$ cat src/hw/rtl/spq_pkg.sv
// Shared constants and control types for the sorted priority queue.
`timescale 1ns / 1ps

package spq_pkg;

  localparam int unsigned CAPACITY = 16;
  localparam int unsigned CNT_W    = $clog2(CAPACITY + 1);
  localparam int unsigned KEY_W    = 32;
  localparam int unsigned MODE_W   = 2;
  localparam int unsigned COUNT_W  = 5;

  localparam logic [MODE_W-1:0] MODE_INSERT = 2'd0;
  localparam logic [MODE_W-1:0] MODE_REMOVE = 2'd1;
  localparam logic [MODE_W-1:0] MODE_FIND   = 2'd2;

  typedef struct packed {
    logic load;  // capture the incoming request
    logic exec;  // apply the captured request and latch its result
  } spq_cmd_t;

endpackage

$ cat src/hw/rtl/spq_ctrl.sv
// Controller state machine for the sorted priority queue.
`timescale 1ns / 1ps

module spq_ctrl import spq_pkg::*; (
  input  logic     clk_i,
  input  logic     rst_ni,
  input  logic     in_valid_i,
  output logic     in_stall_o,
  output logic     out_valid_o,
  input  logic     out_stall_i,
  output spq_cmd_t cmd_o
);

  typedef enum logic {
    S_IDLE,
    S_EXEC
  } state_e;

  state_e state_q;
  logic   out_valid_q;
  logic   slot_free;

  // Result slot frees when empty or when its result leaves this cycle.
  assign slot_free  = !out_valid_q || !out_stall_i;
  assign in_stall_o = (state_q != S_IDLE);
  assign cmd_o.load = (state_q == S_IDLE) && in_valid_i;
  assign cmd_o.exec = (state_q == S_EXEC) && slot_free;
  assign out_valid_o = out_valid_q;

  always_ff @(posedge clk_i or negedge rst_ni) begin
    if (!rst_ni) begin
      state_q     <= S_IDLE;
      out_valid_q <= 1'b0;
    end else begin
      if ((state_q == S_EXEC) && slot_free) begin
        out_valid_q <= 1'b1;
      end else if (!out_stall_i) begin
        out_valid_q <= 1'b0;
      end
      case (state_q)
        S_IDLE: begin
          if (in_valid_i) begin
            state_q <= S_EXEC;
          end
        end
        S_EXEC: begin
          if (slot_free) begin
            state_q <= S_IDLE;
          end
        end
        default: begin
          state_q <= S_IDLE;
        end
      endcase
    end
  end

endmodule

$ cat src/hw/rtl/spq_dpath.sv
// Datapath: request registers, compare-and-shift entry cells and result registers.
`timescale 1ns / 1ps

module spq_dpath import spq_pkg::*; (
  input  logic                clk_i,
  input  logic                rst_ni,
  input  spq_cmd_t            cmd_i,
  input  logic [MODE_W-1:0]   mode_i,
  input  logic signed [KEY_W-1:0] key_value_i,
  output logic                op_ok_o,
  output logic                store_full_o,
  output logic signed [KEY_W-1:0] head_value_o,
  output logic                queue_empty_o,
  output logic [COUNT_W-1:0]  entry_count_o
);

  logic [MODE_W-1:0]       mode_q;
  logic signed [KEY_W-1:0] key_q;
  logic signed [KEY_W-1:0] ent_q [CAPACITY];
  logic signed [KEY_W-1:0] ent_d [CAPACITY];
  logic [CNT_W-1:0]        cnt_q, cnt_d;
  logic [CAPACITY-1:0]     vld, lt, eq;

  logic is_ins, is_rem, is_find, ins_ok, found, ok_d, full_d;
  logic signed [KEY_W-1:0] head_d;
  logic [CNT_W+COUNT_W-1:0] cnt_ext;

  logic                    ok_q, full_q, empty_q;
  logic signed [KEY_W-1:0] head_q;
  logic [COUNT_W-1:0]      count_q;

  assign is_ins  = (mode_q == MODE_INSERT);
  assign is_rem  = (mode_q == MODE_REMOVE);
  assign is_find = (mode_q == MODE_FIND);

  for (genvar i = 0; i < CAPACITY; i++) begin : g_cmp
    assign vld[i] = (CNT_W'(i) < cnt_q);
    assign lt[i]  = vld[i] && (ent_q[i] < key_q);
    assign eq[i]  = vld[i] && (ent_q[i] == key_q);
  end

  assign ins_ok = is_ins && (cnt_q < CNT_W'(CAPACITY));
  assign found  = |eq;

  // Each cell either holds, takes the key, takes its lower neighbor (insert)
  // or takes its upper neighbor (remove). Sorted order makes "at or past the
  // slot" a local test on the cell's own compare.
  for (genvar i = 0; i < CAPACITY; i++) begin : g_cell
    always_comb begin
      ent_d[i] = ent_q[i];
      if (ins_ok && !lt[i]) begin
        if (i == 0) begin
          ent_d[i] = key_q;
        end else if (lt[(i == 0) ? 0 : i-1]) begin
          ent_d[i] = key_q;
        end else begin
          ent_d[i] = ent_q[(i == 0) ? 0 : i-1];
        end
      end else if (is_rem && found && vld[i] && !lt[i]) begin
        ent_d[i] = ent_q[(i == CAPACITY-1) ? i : i+1];
      end
    end
  end

  always_comb begin
    cnt_d = cnt_q;
    if (ins_ok) begin
      cnt_d = cnt_q + CNT_W'(1);
    end else if (is_rem && found) begin
      cnt_d = cnt_q - CNT_W'(1);
    end
    ok_d   = ins_ok || ((is_rem || is_find) && found);
    full_d = is_ins && !ins_ok;
    head_d = (cnt_d != '0) ? ent_d[0] : '0;
  end

  assign cnt_ext = {{COUNT_W{1'b0}}, cnt_d};

  always_ff @(posedge clk_i) begin
    if (cmd_i.load) begin
      mode_q <= mode_i;
      key_q  <= key_value_i;
    end
    if (cmd_i.exec) begin
      for (int i = 0; i < CAPACITY; i++) begin
        ent_q[i] <= ent_d[i];
      end
      ok_q    <= ok_d;
      full_q  <= full_d;
      head_q  <= head_d;
      empty_q <= (cnt_d == '0);
      count_q <= cnt_ext[COUNT_W-1:0];
    end
  end

  always_ff @(posedge clk_i or negedge rst_ni) begin
    if (!rst_ni) begin
      cnt_q <= '0;
    end else if (cmd_i.exec) begin
      cnt_q <= cnt_d;
    end
  end

  assign op_ok_o       = ok_q;
  assign store_full_o  = full_q;
  assign head_value_o  = head_q;
  assign queue_empty_o = empty_q;
  assign entry_count_o = count_q;

endmodule

$ cat src/hw/rtl/sorted_priority_queue_unit.sv
// Top level of the sorted priority queue: controller plus datapath.
`timescale 1ns / 1ps
//
// Sorted priority queue of up to CAPACITY signed 32-bit values, ascending.
// Input channel: in_valid_i / in_stall_o with mode_i (insert, remove, find)
// and key_value_i. Output channel: out_valid_o / out_stall_i with op_ok_o,
// store_full_o, head_value_o, queue_empty_o and entry_count_o.
// Every request yields exactly one result, in request order.
// The controller captures a request into the request registers, then
// applies it in one pass over the compare-and-shift entry cells and
// latches its result; it takes no new request until that one is applied.
// Capture the next request while an earlier result still waits in the output
// register; hold the apply step while that result is stalled, so a stalled
// receiver only delays later results and nothing is dropped.
// Insert into a full store is refused (store_full_o set, op_ok_o clear).
// Reset (rst_ni low, asynchronous) empties the store and clears the output
// valid; no clearing pass runs, entries past the count never reach a result.
// head_value_o reads 0 when the store is empty.
//
module sorted_priority_queue_unit import spq_pkg::*; (
  input  logic                    clk_i,
  input  logic                    rst_ni,
  input  logic                    in_valid_i,
  output logic                    in_stall_o,
  input  logic [MODE_W-1:0]       mode_i,
  input  logic signed [KEY_W-1:0] key_value_i,
  output logic                    out_valid_o,
  input  logic                    out_stall_i,
  output logic                    op_ok_o,
  output logic                    store_full_o,
  output logic signed [KEY_W-1:0] head_value_o,
  output logic                    queue_empty_o,
  output logic [COUNT_W-1:0]      entry_count_o
);

  spq_cmd_t cmd;

  // Sequence capture and apply, own the output valid.
  spq_ctrl u_ctrl (
    .clk_i       (clk_i),
    .rst_ni      (rst_ni),
    .in_valid_i  (in_valid_i),
    .in_stall_o  (in_stall_o),
    .out_valid_o (out_valid_o),
    .out_stall_i (out_stall_i),
    .cmd_o       (cmd)
  );

  // Hold the sorted entries and the result fields.
  spq_dpath u_dpath (
    .clk_i         (clk_i),
    .rst_ni        (rst_ni),
    .cmd_i         (cmd),
    .mode_i        (mode_i),
    .key_value_i   (key_value_i),
    .op_ok_o       (op_ok_o),
    .store_full_o  (store_full_o),
    .head_value_o  (head_value_o),
    .queue_empty_o (queue_empty_o),
    .entry_count_o (entry_count_o)
  );

endmodule

$ cat config.mk
export PLATFORM = sky130hd
export DESIGN_NAME = sorted_priority_queue_unit
export DESIGN_NICKNAME = d
export VERILOG_FILES = /design/src/hw/rtl/spq_pkg.sv /design/src/hw/rtl/spq_ctrl.sv /design/src/hw/rtl/spq_dpath.sv /design/src/hw/rtl/sorted_priority_queue_unit.sv
export SDC_FILE = /design/constraint.sdc
export NUM_CORES = 2
export LEC_CHECK = 0
export BUFFER_PORTS_ARGS = -buffer_cell sky130_fd_sc_hd__buf_2
export CAP_MARGIN = 20
export CORE_MARGIN = 2
export CORE_UTILIZATION = 40
export CTS_BUF_LIST = sky130_fd_sc_hd__clkbuf_2
export DETAILED_ROUTE_END_ITERATION = 10
export PLACE_DENSITY = 0.6
export SYNTH_ARGS = -nofsm -noshare
export SYNTH_HDL_FRONTEND = slang
export SYNTH_SLANG_ARGS = --single-unit
$ cat constraint.sdc
create_clock -name clk_i -period 9.7 [get_ports clk_i]
set_input_delay 0.485 -clock clk_i [delete_from_list [all_inputs] [get_ports clk_i]]
set_output_delay 0.485 -clock clk_i [all_outputs]
set_load 0.05 [all_outputs]
==> impl_metrics.env <==
export IMPL_grt_pass1_wl_um=196000
export IMPL_synth_seq_area_share_pct=42.3
export IMPL_wl_um=127000
export IMPL_tightest_slew_ns=1.13
export IMPL_boundaryPins=80
export IMPL_crit_path_start_kind="flop"
export IMPL_synth_compound_area_share_pct=15.6
export IMPL_core_area_um2=104000
export IMPL_syn_cell_area_um2=42000
export IMPL_clk_pin_slew_ns=0.11
export IMPL_finalSetupViolCount=0
export IMPL_clock_sinks=593
export IMPL_fin_util_pct=45.0
export IMPL_via_per_inst=5.90
export IMPL_place_inst=5150
export IMPL_drive_gt1_share_pct=23.3
export IMPL_syn_to_final_growth_pct=11.1
export IMPL_path_class="reg2reg"
export IMPL_gp_congestion=0.948
export IMPL_grt_max_degree=76
export IMPL_dp_final_hpwl_um=97100
export IMPL_clockBufferDepth=3
export IMPL_die_x_um=328
export IMPL_overflow=0
export IMPL_ys_ff_latch=593
export IMPL_dieArea_um2=108000
export IMPL_synth_fp_nets=4341
export IMPL_post_dp_cell_area_um2=44300
export IMPL_required_ns=10.83
export IMPL_pre_cts_slack_ns=4.13
export IMPL_port_buffer_count=79
export IMPL_start_util_pct=40.5
export IMPL_antenna_found_initial=4
export IMPL_fin_tns_setup_ns=0
export IMPL_vias=32600
export IMPL_yosys_area_share_xor_xnor_pct=0.709
export IMPL_crit_path_max_fanout=17
export IMPL_fin_crit_sh_pct=58.7
export IMPL_arrival_ns=6.82
export IMPL_root_buffer="clkbuf_2"
export IMPL_postLayoutCellArea_um2=46700
export IMPL_worstSkewPairLatency_ns=1.47
export IMPL_htreeDepth=4
export IMPL_post_cts_buffers=0
export IMPL_p_leak_uw=0.0185
export IMPL_hold_violations=0
export IMPL_synth_simple_area_share_pct=10.4
export IMPL_fin_crit_ns=5.70
export IMPL_synthArstFlopShare_pct=1.18
export IMPL_synth_adder_area_share_pct=14.4
export IMPL_wl_per_cell_um=23.0
export IMPL_max_freq_ghz=0.176
export IMPL_fin_ws_ns=4.00
export IMPL_firstDrtPassIters=5
export IMPL_grt_pass1_vias=32400
export IMPL_synthFlopType="edfxtp_1"
export IMPL_final_nets=4542
export IMPL_irDropWorstVdd_uv=123
export IMPL_fin_worst_skew_ns=0.124
export IMPL_status="finished clean"
export IMPL_dr_first_iter_drc_count=2717
export IMPL_ys_warn_count=0
export IMPL_final_antenna_net_count=0
export IMPL_maxSlewHeadroom_pct=24.9
export IMPL_synth_cells=3818
export IMPL_pwr_density_cell_nw_per_um2=146
export IMPL_slew_violations=0
export IMPL_synth_top_family_by_area="compound AO/OA/AOI/OAI gates"
export IMPL_ys_types=74
export IMPL_rsz0062_at_grt="false"
export IMPL_cts_made_buffers=169
export IMPL_die_y_um=328
export IMPL_cts_tree="built"
export IMPL_grt_use_total_pct=23.4
export IMPL_stdcell_count=5526
export IMPL_synth_edf_count=586
export IMPL_post_cts_resized=0
export IMPL_synthMuxAreaShare_pct=13.7
export IMPL_drv_cap=0
export IMPL_drc=0
export IMPL_endpoint_kind="flop"
export IMPL_rows=118
export IMPL_syn_mean_instance_area_um2=11.0
export IMPL_hold_path_class="in2async"
## routing by layer
layer,part of all wire (%),vias up,track usage (%)
li1,-,15400,-
met1,45,15700,31.7
met2,45,1181,36.7
met3,6.5,253,4.17
met4,3.6,0,9.89
met5,0,-,0
## cell type report
type	instances	area, um^2
multi-input combinational	2919	23300
sequential	593	17800
tap	1380	1730
antenna	8	20.0
inverter	60	226
fill	9807	57100
clock inverter	34	184
clock buffer	256	1280
timing repair buffer	276	2150
## cell usage in the layout (no fill, tap or decap), drive strengths merged, types with 27 or more instances in the layout
| cell | netlist | routed |
|---|---|---|
| ha | 485 | 485 |
| mux2i | 113 | 113 |
| o21bai | 39 | 39 |
| nor3 | 87 | 87 |
| and3 | 40 | 40 |
| buf | 44 | 202 |
| o21ai | 146 | 146 |
| a31oi | 102 | 102 |
| nand3 | 130 | 130 |
| inv | 59 | 64 |
| o22ai | 34 | 34 |
| nor2 | 225 | 225 |
| clkbuf | 202 | 256 |
| nor2b | 27 | 27 |
| o31a | 33 | 33 |
| a21oi | 382 | 382 |
| a21o | 188 | 188 |
| o211ai | 42 | 42 |
| dlygate4sd3 | 0 | 74 |
| mux2 | 409 | 409 |
| nand2 | 87 | 87 |
| clkinv | 1 | 28 |
| o21a | 27 | 27 |
| nand4 | 136 | 136 |
| xor2 | 27 | 27 |
| edfxtp | 586 | 586 |
| nor4 | 36 | 36 |
## cells by family (layout without fill, tap and decap cells)
family                     Yosys count  in the layout
DFF                                593            593
other                                0              8
muxes                              522            522
buffers and inverters              306            626
and+or+nand+nor                    828            828
xor gates and xnor gates            34             34
AOI/OAI and AO/OA                 1050           1050
adders and majority gates          485            485
## critical path, cell delays in order, from the launching register on
cell,delay (ns)
edfxtp_1,0.33
buf_4,0.24
inv_1,0.11
buf_4,0.25
ha_1,0.45
nand4_1,0.17
nor4_1,0.87
nand4_1,0.45
o2111ai_1,0.32
a2111oi_4,0.11
a21boi_2,0.18
buf_4,0.24
o21ai_1,0.22
buf_4,0.27
a211oi_4,0.77
buf_4,0.39
## through the flow
| stage | hold slack, ns | total power (uW) |
|---|---|---|
| 5_1_grt | 0.136 | 7200 |
| 3_5_place_dp | 0.422 | 4920 |
| 3_3_place_gp | 0.421 | 4880 |
| 6_report | 0.194 | 6810 |
| 2_1_floorplan | 0.189 | 4290 |
| 4_1_cts | 0.0233 | 6870 |
## cell usage after synthesis (29+ instances only)
cell type	count	share of area, %
a31oi_1	102	1.5
o22ai_1	34	0.51
mux2i_1	113	2.7
nand3_1	130	1.5
clkbuf_1	202	1.8
edfxtp_1	586	42
and3_1	40	0.60
nor4_1	34	0.51
a21o_1	188	3.4
o31a_1	33	0.69
o21bai_1	39	0.70
ha_1	485	14
inv_1	58	0.52
o211ai_1	42	0.75
o21ai_0	141	1.7
nor3_2	29	0.69
nand2_1	87	0.78
mux2_2	409	11
nor3_1	57	0.68
a21oi_1	381	4.5
nor2_1	224	2.0
nand4_1	136	2.0
## what timing repair did
action	in CTS	in global routing
hold buffers	74	0
hold endpoints to repair	256	0
setup endpoints to repair	0	0
## power breakdown
part | internal [uW] | switching (uW) | total (uW) | leakage, uW
registers | 2860 | 19.4 | 2880 | 0.00519
logic | 758 | 1270 | 2030 | 0.0121
clock network | 745 | 1150 | 1890 | 0.00116
## final timing paths
check	from	end	slack, ns	cells after the start
max	u_dpath.key_q[31]	u_dpath.ent_q[12][5]	4.00	15
min	rst_ni	u_dpath.cnt_q[3]	0.19	3
max reg2reg	u_dpath.key_q[31]	u_dpath.ent_q[12][5]	4.00	15
min reg2reg	u_ctrl.out_valid_o	u_ctrl.out_valid_o	0.52	2
max in group asynchronous	rst_ni	u_ctrl.out_valid_o	8.91	3
min in group clk_i	key_value_i[12]	u_dpath.key_q[12]	0.27	3
## sequential cells by signal, indices dropped and copies added, names as in the netlist
name	count
u_ctrl.in_stall_o	1
u_ctrl.out_valid_o	1
u_dpath.cnt_q	5
u_dpath.ent_q	512
u_dpath.entry_count_o	5
u_dpath.head_value_o	32
u_dpath.key_q	32
u_dpath.mode_q	2
u_dpath.op_ok_o	1
u_dpath.queue_empty_o	1
u_dpath.store_full_o	1
Power figures use the tool's default switching activity.
